**src/hdl/utf8d_pkg.sv**
```systemverilog
// Shared types and constants for the UTF-8 stream decoder.
`timescale 1ns / 1ps
`default_nettype none

package utf8d_pkg;

  // Code point and result value width.
  localparam int unsigned CpW = 21;

  localparam logic [CpW-1:0] ReplacementChar = 21'h00FFFD;
  localparam logic [CpW-1:0] SupplementaryBase = 21'h010000;
  localparam logic [CpW-1:0] HighSurrogateBase = 21'h00D800;
  localparam logic [CpW-1:0] LowSurrogateBase = 21'h00DC00;

  // Bounds for continuation bytes.
  localparam logic [7:0] ContLow = 8'h80;
  localparam logic [7:0] ContHigh = 8'hBF;
  localparam logic [7:0] AfterE0Low = 8'hA0;
  localparam logic [7:0] AfterEdHigh = 8'h9F;
  localparam logic [7:0] AfterF0Low = 8'h90;
  localparam logic [7:0] AfterF4High = 8'h8F;

  // Output format register codes.
  localparam logic FmtCodePoint = 1'b0;
  localparam logic FmtUtf16 = 1'b1;

  // Sequence state carried between bytes.
  typedef struct packed {
    logic [CpW-1:0] partial_code;
    logic [1:0]     bytes_pending;
    logic [7:0]     lower_bound;
    logic [7:0]     upper_bound;
  } seq_state_t;

  localparam seq_state_t SeqReset = '{
    partial_code:  '0,
    bytes_pending: 2'd0,
    lower_bound:   ContLow,
    upper_bound:   ContHigh
  };

  // One result item as it is queued for the output.
  typedef struct packed {
    logic [CpW-1:0] value;
    logic           replaced;
    logic           string_done;
    logic           run_last;
  } result_t;

endpackage : utf8d_pkg

`default_nettype wire

```
**src/hdl/utf8d_decode.sv**
```systemverilog
// Single-pass decode step: one UTF-8 byte and the sequence state give up to two results.
`timescale 1ns / 1ps
`default_nettype none

module utf8d_decode
  import utf8d_pkg::*;
(
  input  var seq_state_t  st_i,
  input  wire             fmt_i,
  input  wire  [7:0]      byte_i,
  input  wire             eos_i,
  output seq_state_t      st_o,
  output result_t         unit0_o,
  output result_t         unit1_o,
  output logic [1:0]      n_units_o
);

  // Outcome of taking a byte as the start of a sequence.
  typedef struct packed {
    logic           emit;
    logic [CpW-1:0] cp;
    logic           replaced;
    seq_state_t     st;
  } lead_t;

  function automatic lead_t take_lead(input logic [7:0] b);
    lead_t r;
    r.emit = 1'b0;
    r.cp = '0;
    r.replaced = 1'b0;
    r.st = SeqReset;
    priority if (b <= 8'h7F) begin
      r.emit = 1'b1;
      r.cp = {13'd0, b};
    end else if (b >= 8'hC2 && b <= 8'hDF) begin
      r.st.bytes_pending = 2'd1;
      r.st.partial_code = {16'd0, b[4:0]};
    end else if (b >= 8'hE0 && b <= 8'hEF) begin
      r.st.bytes_pending = 2'd2;
      r.st.partial_code = {17'd0, b[3:0]};
      if (b == 8'hE0) r.st.lower_bound = AfterE0Low;
      if (b == 8'hED) r.st.upper_bound = AfterEdHigh;
    end else if (b >= 8'hF0 && b <= 8'hF4) begin
      r.st.bytes_pending = 2'd3;
      r.st.partial_code = {18'd0, b[2:0]};
      if (b == 8'hF0) r.st.lower_bound = AfterF0Low;
      if (b == 8'hF4) r.st.upper_bound = AfterF4High;
    end else begin
      r.emit = 1'b1;
      r.cp = ReplacementChar;
      r.replaced = 1'b1;
    end
    return r;
  endfunction

  lead_t          lead;
  seq_state_t     nxt;
  logic [CpW-1:0] cp0, cp1;
  logic           rep0, rep1;
  logic [1:0]     ncp;
  logic           out_of_bounds;
  logic [CpW-1:0] acc;
  logic [19:0]    adj;
  logic           split;

  // Sequence tracking: collect up to two code points for this byte.
  always_comb begin
    lead = take_lead(byte_i);
    nxt = st_i;
    cp0 = '0;
    cp1 = '0;
    rep0 = 1'b0;
    rep1 = 1'b0;
    ncp = 2'd0;
    out_of_bounds = (byte_i < st_i.lower_bound) || (byte_i > st_i.upper_bound);
    acc = {st_i.partial_code[CpW-7:0], byte_i[5:0]};

    if (st_i.bytes_pending == 2'd0) begin
      nxt = lead.st;
      if (lead.emit) begin
        cp0 = lead.cp;
        rep0 = lead.replaced;
        ncp = 2'd1;
      end
    end else if (out_of_bounds) begin
      // The sequence is broken: replace it, then take the byte as a new lead.
      cp0 = ReplacementChar;
      rep0 = 1'b1;
      ncp = 2'd1;
      nxt = lead.st;
      if (lead.emit) begin
        cp1 = lead.cp;
        rep1 = lead.replaced;
        ncp = 2'd2;
      end
    end else begin
      nxt.lower_bound = ContLow;
      nxt.upper_bound = ContHigh;
      nxt.bytes_pending = st_i.bytes_pending - 2'd1;
      nxt.partial_code = acc;
      if (st_i.bytes_pending == 2'd1) begin
        nxt.partial_code = '0;
        cp0 = acc;
        ncp = 2'd1;
      end
    end

    // An unfinished sequence at the end of a string is replaced.
    if (eos_i) begin
      if (nxt.bytes_pending != 2'd0) begin
        if (ncp == 2'd0) begin
          cp0 = ReplacementChar;
          rep0 = 1'b1;
          ncp = 2'd1;
        end else if (ncp == 2'd1) begin
          cp1 = ReplacementChar;
          rep1 = 1'b1;
          ncp = 2'd2;
        end
      end
      nxt = SeqReset;
    end
  end

  // Result formation. Only a lone completed code point can be supplementary,
  // so the surrogate split looks at the first code point alone.
  always_comb begin
    adj = cp0[19:0] - SupplementaryBase[19:0];
    split = (fmt_i == FmtUtf16) && (cp0 >= SupplementaryBase);
    unit0_o = '0;
    unit1_o = '0;
    if (split) begin
      unit0_o.value = HighSurrogateBase + {11'd0, adj[19:10]};
      unit0_o.replaced = rep0;
      unit1_o.value = LowSurrogateBase + {11'd0, adj[9:0]};
      unit1_o.replaced = rep0;
      n_units_o = 2'd2;
    end else begin
      unit0_o.value = cp0;
      unit0_o.replaced = rep0;
      unit1_o.value = cp1;
      unit1_o.replaced = rep1;
      n_units_o = ncp;
    end
    unit0_o.run_last = (n_units_o == 2'd1);
    unit0_o.string_done = eos_i && (n_units_o == 2'd1);
    unit1_o.run_last = 1'b1;
    unit1_o.string_done = eos_i;
    st_o = nxt;
  end

endmodule : utf8d_decode

`default_nettype wire

```
**src/hdl/utf8_stream_decoder_top.sv**
```systemverilog
// UTF-8 stream decoder top level: input handshake, sequence state, result queue.
//
// Usage: UTF-8 bytes enter on the s_axis channel, one per item, with tlast
// marking the final byte of a string. Results leave on the m_axis channel:
// tdata carries the code point (or a UTF-16 code unit), tuser the replaced
// and run_last flags, tlast the end of a string. Bad bytes give U+FFFD.
// The cfg channel writes the output format (0 code points, 1 UTF-16); it is
// always ready. It must be written by the user only while the block is idle;
// the block itself does not enforce it. Throughput: one byte per cycle while
// the queue has room; each byte is decoded combinationally into at most two
// results that go into a four-entry result queue. The output drains one result
// per cycle while the receiver is ready, so throughput is bounded by the output
// side when bytes give two results (surrogate pairs, replaced sequences).
// s_axis_tready is high while the queue has room for two results, so input
// is taken while earlier results still wait at the output.
// Reset clears the sequence state, empties the queue and selects code points.
// When the receiver stalls, the queue fills and s_axis_tready falls.
`timescale 1ns / 1ps
`default_nettype none

module utf8_stream_decoder_top
  import utf8d_pkg::*;
(
  input  wire         clk_i,
  input  wire         rst_ni,
  // Input items
  input  wire         s_axis_tvalid,
  output logic        s_axis_tready,
  input  wire  [7:0]  s_axis_tdata,   // [7:0] in_byte
  input  wire         s_axis_tlast,   // end_of_string
  // Result items
  output logic        m_axis_tvalid,
  input  wire         m_axis_tready,
  output logic [23:0] m_axis_tdata,   // [20:0] value, [23:21] zero
  output logic [1:0]  m_axis_tuser,   // [0] replaced, [1] run_last
  output logic        m_axis_tlast,   // string_done
  // Configuration
  input  wire         cfg_valid_i,
  output logic        cfg_ready_o,
  input  wire         cfg_data_i      // output_format
);

  localparam int unsigned Depth = 4;
  localparam int unsigned PtrW = $clog2(Depth);

  seq_state_t      state_q, state_d;
  logic            fmt_q;
  result_t         unit0, unit1;
  logic [1:0]      n_units;
  logic            in_fire, out_fire;
  result_t         queue_q [Depth];
  logic [PtrW-1:0] wr_ptr_q, rd_ptr_q;
  logic [PtrW:0]   count_q;

  assign in_fire = s_axis_tvalid && s_axis_tready;
  assign out_fire = m_axis_tvalid && m_axis_tready;
  assign cfg_ready_o = 1'b1;
  assign s_axis_tready = (count_q <= (PtrW + 1)'(Depth - 2));

  // Decode step for the byte on the input.
  utf8d_decode u_decode (
    .st_i      (state_q),
    .fmt_i     (fmt_q),
    .byte_i    (s_axis_tdata),
    .eos_i     (s_axis_tlast),
    .st_o      (state_d),
    .unit0_o   (unit0),
    .unit1_o   (unit1),
    .n_units_o (n_units)
  );

  // Sequence state and output format register.
  always_ff @(posedge clk_i or negedge rst_ni) begin
    if (!rst_ni) begin
      state_q <= SeqReset;
      fmt_q <= FmtCodePoint;
    end else begin
      if (in_fire) state_q <= state_d;
      if (cfg_valid_i && cfg_ready_o) fmt_q <= cfg_data_i;
    end
  end

  // Result queue storage.
  always_ff @(posedge clk_i) begin
    if (in_fire && n_units != 2'd0) queue_q[wr_ptr_q] <= unit0;
    if (in_fire && n_units == 2'd2) queue_q[wr_ptr_q + PtrW'(1)] <= unit1;
  end

  // Result queue pointers and fill count.
  always_ff @(posedge clk_i or negedge rst_ni) begin
    if (!rst_ni) begin
      wr_ptr_q <= '0;
      rd_ptr_q <= '0;
      count_q <= '0;
    end else begin
      if (in_fire) wr_ptr_q <= wr_ptr_q + PtrW'(n_units);
      if (out_fire) rd_ptr_q <= rd_ptr_q + PtrW'(1);
      count_q <= count_q + (in_fire ? (PtrW + 1)'(n_units) : '0)
                         - (out_fire ? (PtrW + 1)'(1) : '0);
    end
  end

  // Output from the head of the queue.
  assign m_axis_tvalid = (count_q != '0);
  assign m_axis_tdata = {3'd0, queue_q[rd_ptr_q].value};
  assign m_axis_tuser = {queue_q[rd_ptr_q].run_last, queue_q[rd_ptr_q].replaced};
  assign m_axis_tlast = queue_q[rd_ptr_q].string_done;

`ifndef SYNTHESIS
  // The fill count agrees with the pointer distance.
  assert property (@(posedge clk_i) disable iff (!rst_ni)
    (wr_ptr_q - rd_ptr_q) == count_q[PtrW-1:0])
    else $error("result queue count and pointers disagree");

  // The queue never overfills.
  assert property (@(posedge clk_i) disable iff (!rst_ni)
    count_q <= (PtrW + 1)'(Depth))
    else $error("result queue overflow");

  // The end of a string gives at least one result and clears the sequence.
  assert property (@(posedge clk_i) disable iff (!rst_ni)
    (in_fire && s_axis_tlast) |-> (n_units != 2'd0))
    else $error("end of string gave no result");

  assert property (@(posedge clk_i) disable iff (!rst_ni)
    (in_fire && s_axis_tlast) |=> (state_q == SeqReset))
    else $error("sequence state not cleared after end of string");
`endif

endmodule : utf8_stream_decoder_top

`default_nettype wire
```
**config.mk**
```make
export PLATFORM = sky130hd
export DESIGN_NAME = utf8_stream_decoder_top
export DESIGN_NICKNAME = d
export VERILOG_FILES = /design/src/hdl/utf8d_pkg.sv /design/src/hdl/utf8d_decode.sv /design/src/hdl/utf8_stream_decoder_top.sv
export SDC_FILE = /design/constraint.sdc
export NUM_CORES = 1
export LEC_CHECK = 0
export BUFFER_PORTS_ARGS = -buffer_cell sky130_fd_sc_hd__buf_4
export CAP_MARGIN = 25
export CELL_PAD_IN_SITES_DETAIL_PLACEMENT = 0
export CELL_PAD_IN_SITES_GLOBAL_PLACEMENT = 1
export CORE_ASPECT_RATIO = 1.25
export CORE_MARGIN = 2
export CORE_UTILIZATION = 55
export CTS_CLUSTER_SIZE = 10
export DETAILED_ROUTE_END_ITERATION = 10
export PLACE_DENSITY_LB_ADDON = 0.1
export SYNTH_ARGS = -nofsm -noshare
export SYNTH_HDL_FRONTEND = slang
export SYNTH_HIERARCHICAL = 1
export SYNTH_SLANG_ARGS = --single-unit
export TNS_END_PERCENT = 100
```
**constraint.sdc**
```tcl
create_clock -name clk_i -period 16.4 [get_ports clk_i]
set_input_delay 0 -clock clk_i [delete_from_list [all_inputs] [get_ports clk_i]]
set_output_delay 0 -clock clk_i [all_outputs]
set_load 0.02 [all_outputs]
```
# Word-level counts from Yosys, hierarchy flattened
# Memories as Yosys holds them, arrays and structs flattened.
# Cells that the tools add are included.
dict set report word_totals {
  ff_bits 41
  ramBits 96
  in_bits 15
  output_inout_bits 30
  mem_count 1
}
dict set report classes {
  n_addsub 9
  n_lt_le_gt_ge 11
  eq_ne 8
  muxes 60
  n_reduce_logical 15
}
# name words width rd rd_ports_with_merged_regs wr line_no
set memory_table {}
lappend memory_table {queue_q 4 24 1 0 2 utf8_stream_decoder_top.sv:51} ;# result_t queue_q [Depth];
# op count
set ops {}
lappend ops {{$mux W21} 14}
lappend ops {{$mux W33} 3}
lappend ops {{$mux W23} 4}
lappend ops {{$mux W22} 3}
lappend ops {{$mux W40} 1}
lappend ops {{$mux W39} 1}
lappend ops {{$add A16 B10 Y17 const A} 2}
lappend ops {{$eq A8 B8 Y1 const B} 4}
lappend ops {{$ge A8 B8 Y1 const B} 3}
lappend ops {{$le A8 B8 Y1 const B} 3}
lappend ops {{$ge A21 B17 Y1 const B} 1}
lappend ops {{$sub A20 B17 Y20 const B} 1}
lappend ops {{$mux W1} 19}
lappend ops {{$mux W2} 9}
lappend ops {{$mux W6} 3}
lappend ops {{$mux W16} 1}
lappend ops {{$mux W15} 1}
lappend ops {{$logic_and A1 B1 Y1} 9}
lappend ops {{$gt A8 B8 Y1} 1}
lappend ops {{$le A8 B7 Y1 const B} 1}
lappend ops {{$lt A8 B8 Y1} 1}
lappend ops {{$eq A2 B1 Y1 const B} 3}
lappend ops {{$mux W5} 1}
lappend ops {{$add A2 B1 Y2 const B} 2}
lappend ops {{10 further kinds} 12}

# Depth between registers and ports, before layout
dict set report logic_depth {
  depth_word 20
  mapped_depth 26
}

# Hierarchy
# Netlist, hierarchy kept.
# module n_inst cells_each area_each_um2 seq_area_each_um2
set by_module_without_submodules {}
lappend by_module_without_submodules {utf8_stream_decoder_top 1 375 6681.4 4068.9}
lappend by_module_without_submodules {utf8d_decode 1 350 2214.6 0.0}

# Worst setup path before layout
# Ideal clock, no wire load.
dict set report synth_path {
  path_kind {flip-flop to flip-flop}
  from {register state_q[7] (netlist bit)}
  to {memory queue_q[1][0] (netlist bit), enable pin}
  setup_ns 0.442
  arrival_time_ns 6.008
  path_slack_ns 9.949
  path_stages_with_launch 20
  n_path_buf 0
  synth_period_minus_slack_ns 6.451
  path_cell_list {dfstp_2 > inv_1 > ha_1 > nand4_1 > nor2_1 > a211o_1 > a31oi_2 > nand2_1 > ha_1 > a31oi_1 > and2_1 > nand2_1 > ha_1 > nand4_1 > o31a_1 > a2111oi_4 > a31oi_2 > a21boi_0 > nand2_1 > a211oi_1}
}
# item line_no
set synth_lines {}
lappend synth_lines {{start, declared} utf8_stream_decoder_top.sv:46} ;# seq_state_t state_q, state_d;
lappend synth_lines {{start signal, assigned} utf8_stream_decoder_top.sv:75} ;# state_q <= SeqReset;
lappend synth_lines {{start signal, assigned} utf8_stream_decoder_top.sv:78} ;# if (in_fire) state_q <= state_d;
lappend synth_lines {{end, declared} utf8_stream_decoder_top.sv:51}

==> results.yml <==
drt:
  viasPerCell: 5.968
  drt.antenna.violating_nets: 0
  first_pass_iters: 5
  wirelength_um: 19700
  via_count: 5705
  detailedRoute.firstIterationViolations: 429
  drc_errors_left: 0
  avgRoutedWirePerCell_um: 20.61
pwr:
  peakVddDrop_mv: 0.09973
  leakage_nw: 3.844
  power_density_mw_per_mm2: 173.2
worst_hold_path:
  timing.hold.worst_path_depth: 3
  hold_end: "state_q[18]"
  worst_hold_path_type: "in2reg"
  worstHoldStart: "s_axis_tdata[0]"
worst_setup_path:
  cp_num_buf_inv: 2
  setup.worst_path.class: "reg2reg"
  sort_of_element_at_the_end_of_the_critical_path: "flop"
  critical-path-max-stage-delay_ps: 750
  cp_slowest_cell: "nand4_2"
  critical_path.max_fanout: 24
  timing.critical_path.max_delay_family: "compound AO/OA/AOI/OAI gates"
  timing.critical_path.from_type: "flop"
  worst_path_most_repeated_cell: "ha_1"
  timing.critical_path.arrival_ps: 6880
  crit_path_cell_trace: "inv_1 -> ha_1 -> nand4_1 -> nor2_1 -> a211o_1 -> a31oi_2 -> nand2_1 -> ha_1 -> a31oi_1 -> and3_1 -> ha_1 -> nand3_1 -> o31a_1 -> a2111oi_4 -> a31oi_2 -> buf_6 -> a21boi_0 -> and2b_1 -> nand4_2 -> mux2_2"
  cell_count_of_the_worst_reg_to_reg_path: 20
  worst_r2r_startpoint: "state_q[7]"
  regToRegEndpoint: "queue_q[3][16]"
  cp.required_ps: 16560
  timing.reg2reg.setup_slack_ps: 9680
clocking:
  ctsLongestPathBuffers: 2
  post_cts.repair.setup_buffers: 0
  worst_skew_pair.late_latency_ps: 420
  clkSlewWorstSetupHoldPaths_ps: 60
  cts.root.buffer_cell: "clkbuf_16"
  cts_resized: 0
  maximum_level_of_the_cts_h_tree: 4
  numClockSinks: 137
  cts_made_buffers: 17
  cts_tree: "yes"
synthesis:
  post_synth_inst_count: 707
  synth_warnings: 6
  synthesis.area_per_instance_um2: 12.22
  synth.cell_area_mm2: 0.008641
final_layout:
  commonest_cells_after_routing_fill_and_taps_aside: "134 x mux2_2, 96 x edfxtp_1, 48 x buf_4"
  insertedDiodeCount: 0
  leading_cell_type_in_the_layout_fill_and_taps_excluded: "mux2_2"
  final-instance-count-excl-fill: 956
  area_growth_syn_to_fin_pct: 11.48
  drive_above_1_share: 0.3589
  finish.net_count: 774
timing:
  maxClockFrequency_mhz: 148.8
  finalWorstPathRequiredPeriod_ps: 6721
  tightestPinTransition_ps: 991.3
  timing.max_slew.rel_slack: 0.3202
  setup-tns-final_ps: 0
  rsz_0062_raised_after_global_routing: "no"
  hold_viol: 0
  worst_clock_skew_ps: 8.172
  layout_worst_path_cycle_share: 0.4098
  setup_violations: 0
  report.final.slew_viol_count: 0
  post_route_worst_hold_slack_ps: 34.50
placed_design:
  detailedPlacementHpwl_um: 13480
  io_buffer_count: 40
  finalWeightedCongestion: 0.8975
  dp_cells: 916
die:
  die_area_mm2: 0.01674
  die_h_um: 144.1
  start_util: 0.5573
  core_mm2: 0.01551
  ios: 45
  floorplan.die.width_um: 116.1
  row_count: 51
global_route:
  grt.overflow.total: 0
  grt_max_degree: 42
  grt_antenna_before_repair: 0
  grt_pass1_vias: 5679
  gr-usage-all-layers: 0.2458
  grt_first_pass_wirelength_um: 30860
run:
  max_cap_violations: 0
run_status:
  run_status: "complete, no violations"
==> stage by stage <==
step	util	setup slack [ps]	total power, mW	area [µm²]
floorplan	-	9950	1.089	8708
global placement	0.5761	9607	1.262	8932
detailed placement	0.5761	9370	1.286	8932
CTS	0.6174	9321	1.673	9574
global route	0.6212	9251	1.762	9633
finish	0.6212	9679	1.669	9633
==> worst max path at each step <==
stage	endpoint	start	depth (start not counted)	slack (ps)
finish	queue_q[3][16]	state_q[7]	20	9680
global route	queue_q[3][16]	state_q[7]	21	9250
CTS	queue_q[0][9]	state_q[7]	19	9320
detailed placement	queue_q[0][9]	state_q[7]	19	9370
global placement	queue_q[0][12]	state_q[7]	19	9610
floorplan	queue_q[1][0]	state_q[7]	19	9950
==> layout make-up <==
| type | count | area, µm² |
|---|---|---|
| Clock buffer | 18 | 429.2 |
| Clock inverter | 13 | 152.6 |
| Fill cell | 1266 | 5873 |
| Inverter | 30 | 112.6 |
| Multi-Input combinational cell | 489 | 4275 |
| Sequential cell | 137 | 3919 |
| Tap cell | 212 | 265.3 |
| Timing Repair Buffer | 57 | 479.2 |
==> per-layer routing <==
layer | vias up | track usage | share of wire
met4 | 0 | 0.07957 | 0.015
met5 | - | 0 | 0
met1 | 2878 | 0.3221 | 0.44
met2 | 134 | 0.4171 | 0.51
li1 | 2674 | - | -
met3 | 19 | 0.03982 | 0.036
==> power breakdown <==
part           switching [mW]  internal (mW)
Clock                   0.145          0.236
Combinational           0.432          0.342
Sequential             0.0325          0.481
==> what timing repair did <==
item,CTS,global route
setup endpoints to repair,0,0
endpoints found under the hold margin,46,0
hold buffers,6,0
==> flip-flops by register name, summed over array words and instances, names as in the netlist <==
signal	flops
rd_ptr_q	2
queue_q	96
count_q	3
state_q	33
fmt_q	1
wr_ptr_q	2
==> worst reg2reg max path: stages, from the launching register on <==
cell       delay [ps]
dfstp_2           530
inv_1              40
ha_1              320
nand4_1           170
nor2_1            100
a211o_1           310
a31oi_2           540
nand2_1           210
ha_1              260
a31oi_1           340
and3_1            280
ha_1              200
nand3_1            70
o31a_1            270
a2111oi_4         370
a31oi_2           230
buf_6             220
a21boi_0          240
and2b_1           470
nand4_2           750
mux2_2            570
(Power assumes the default switching activity.)
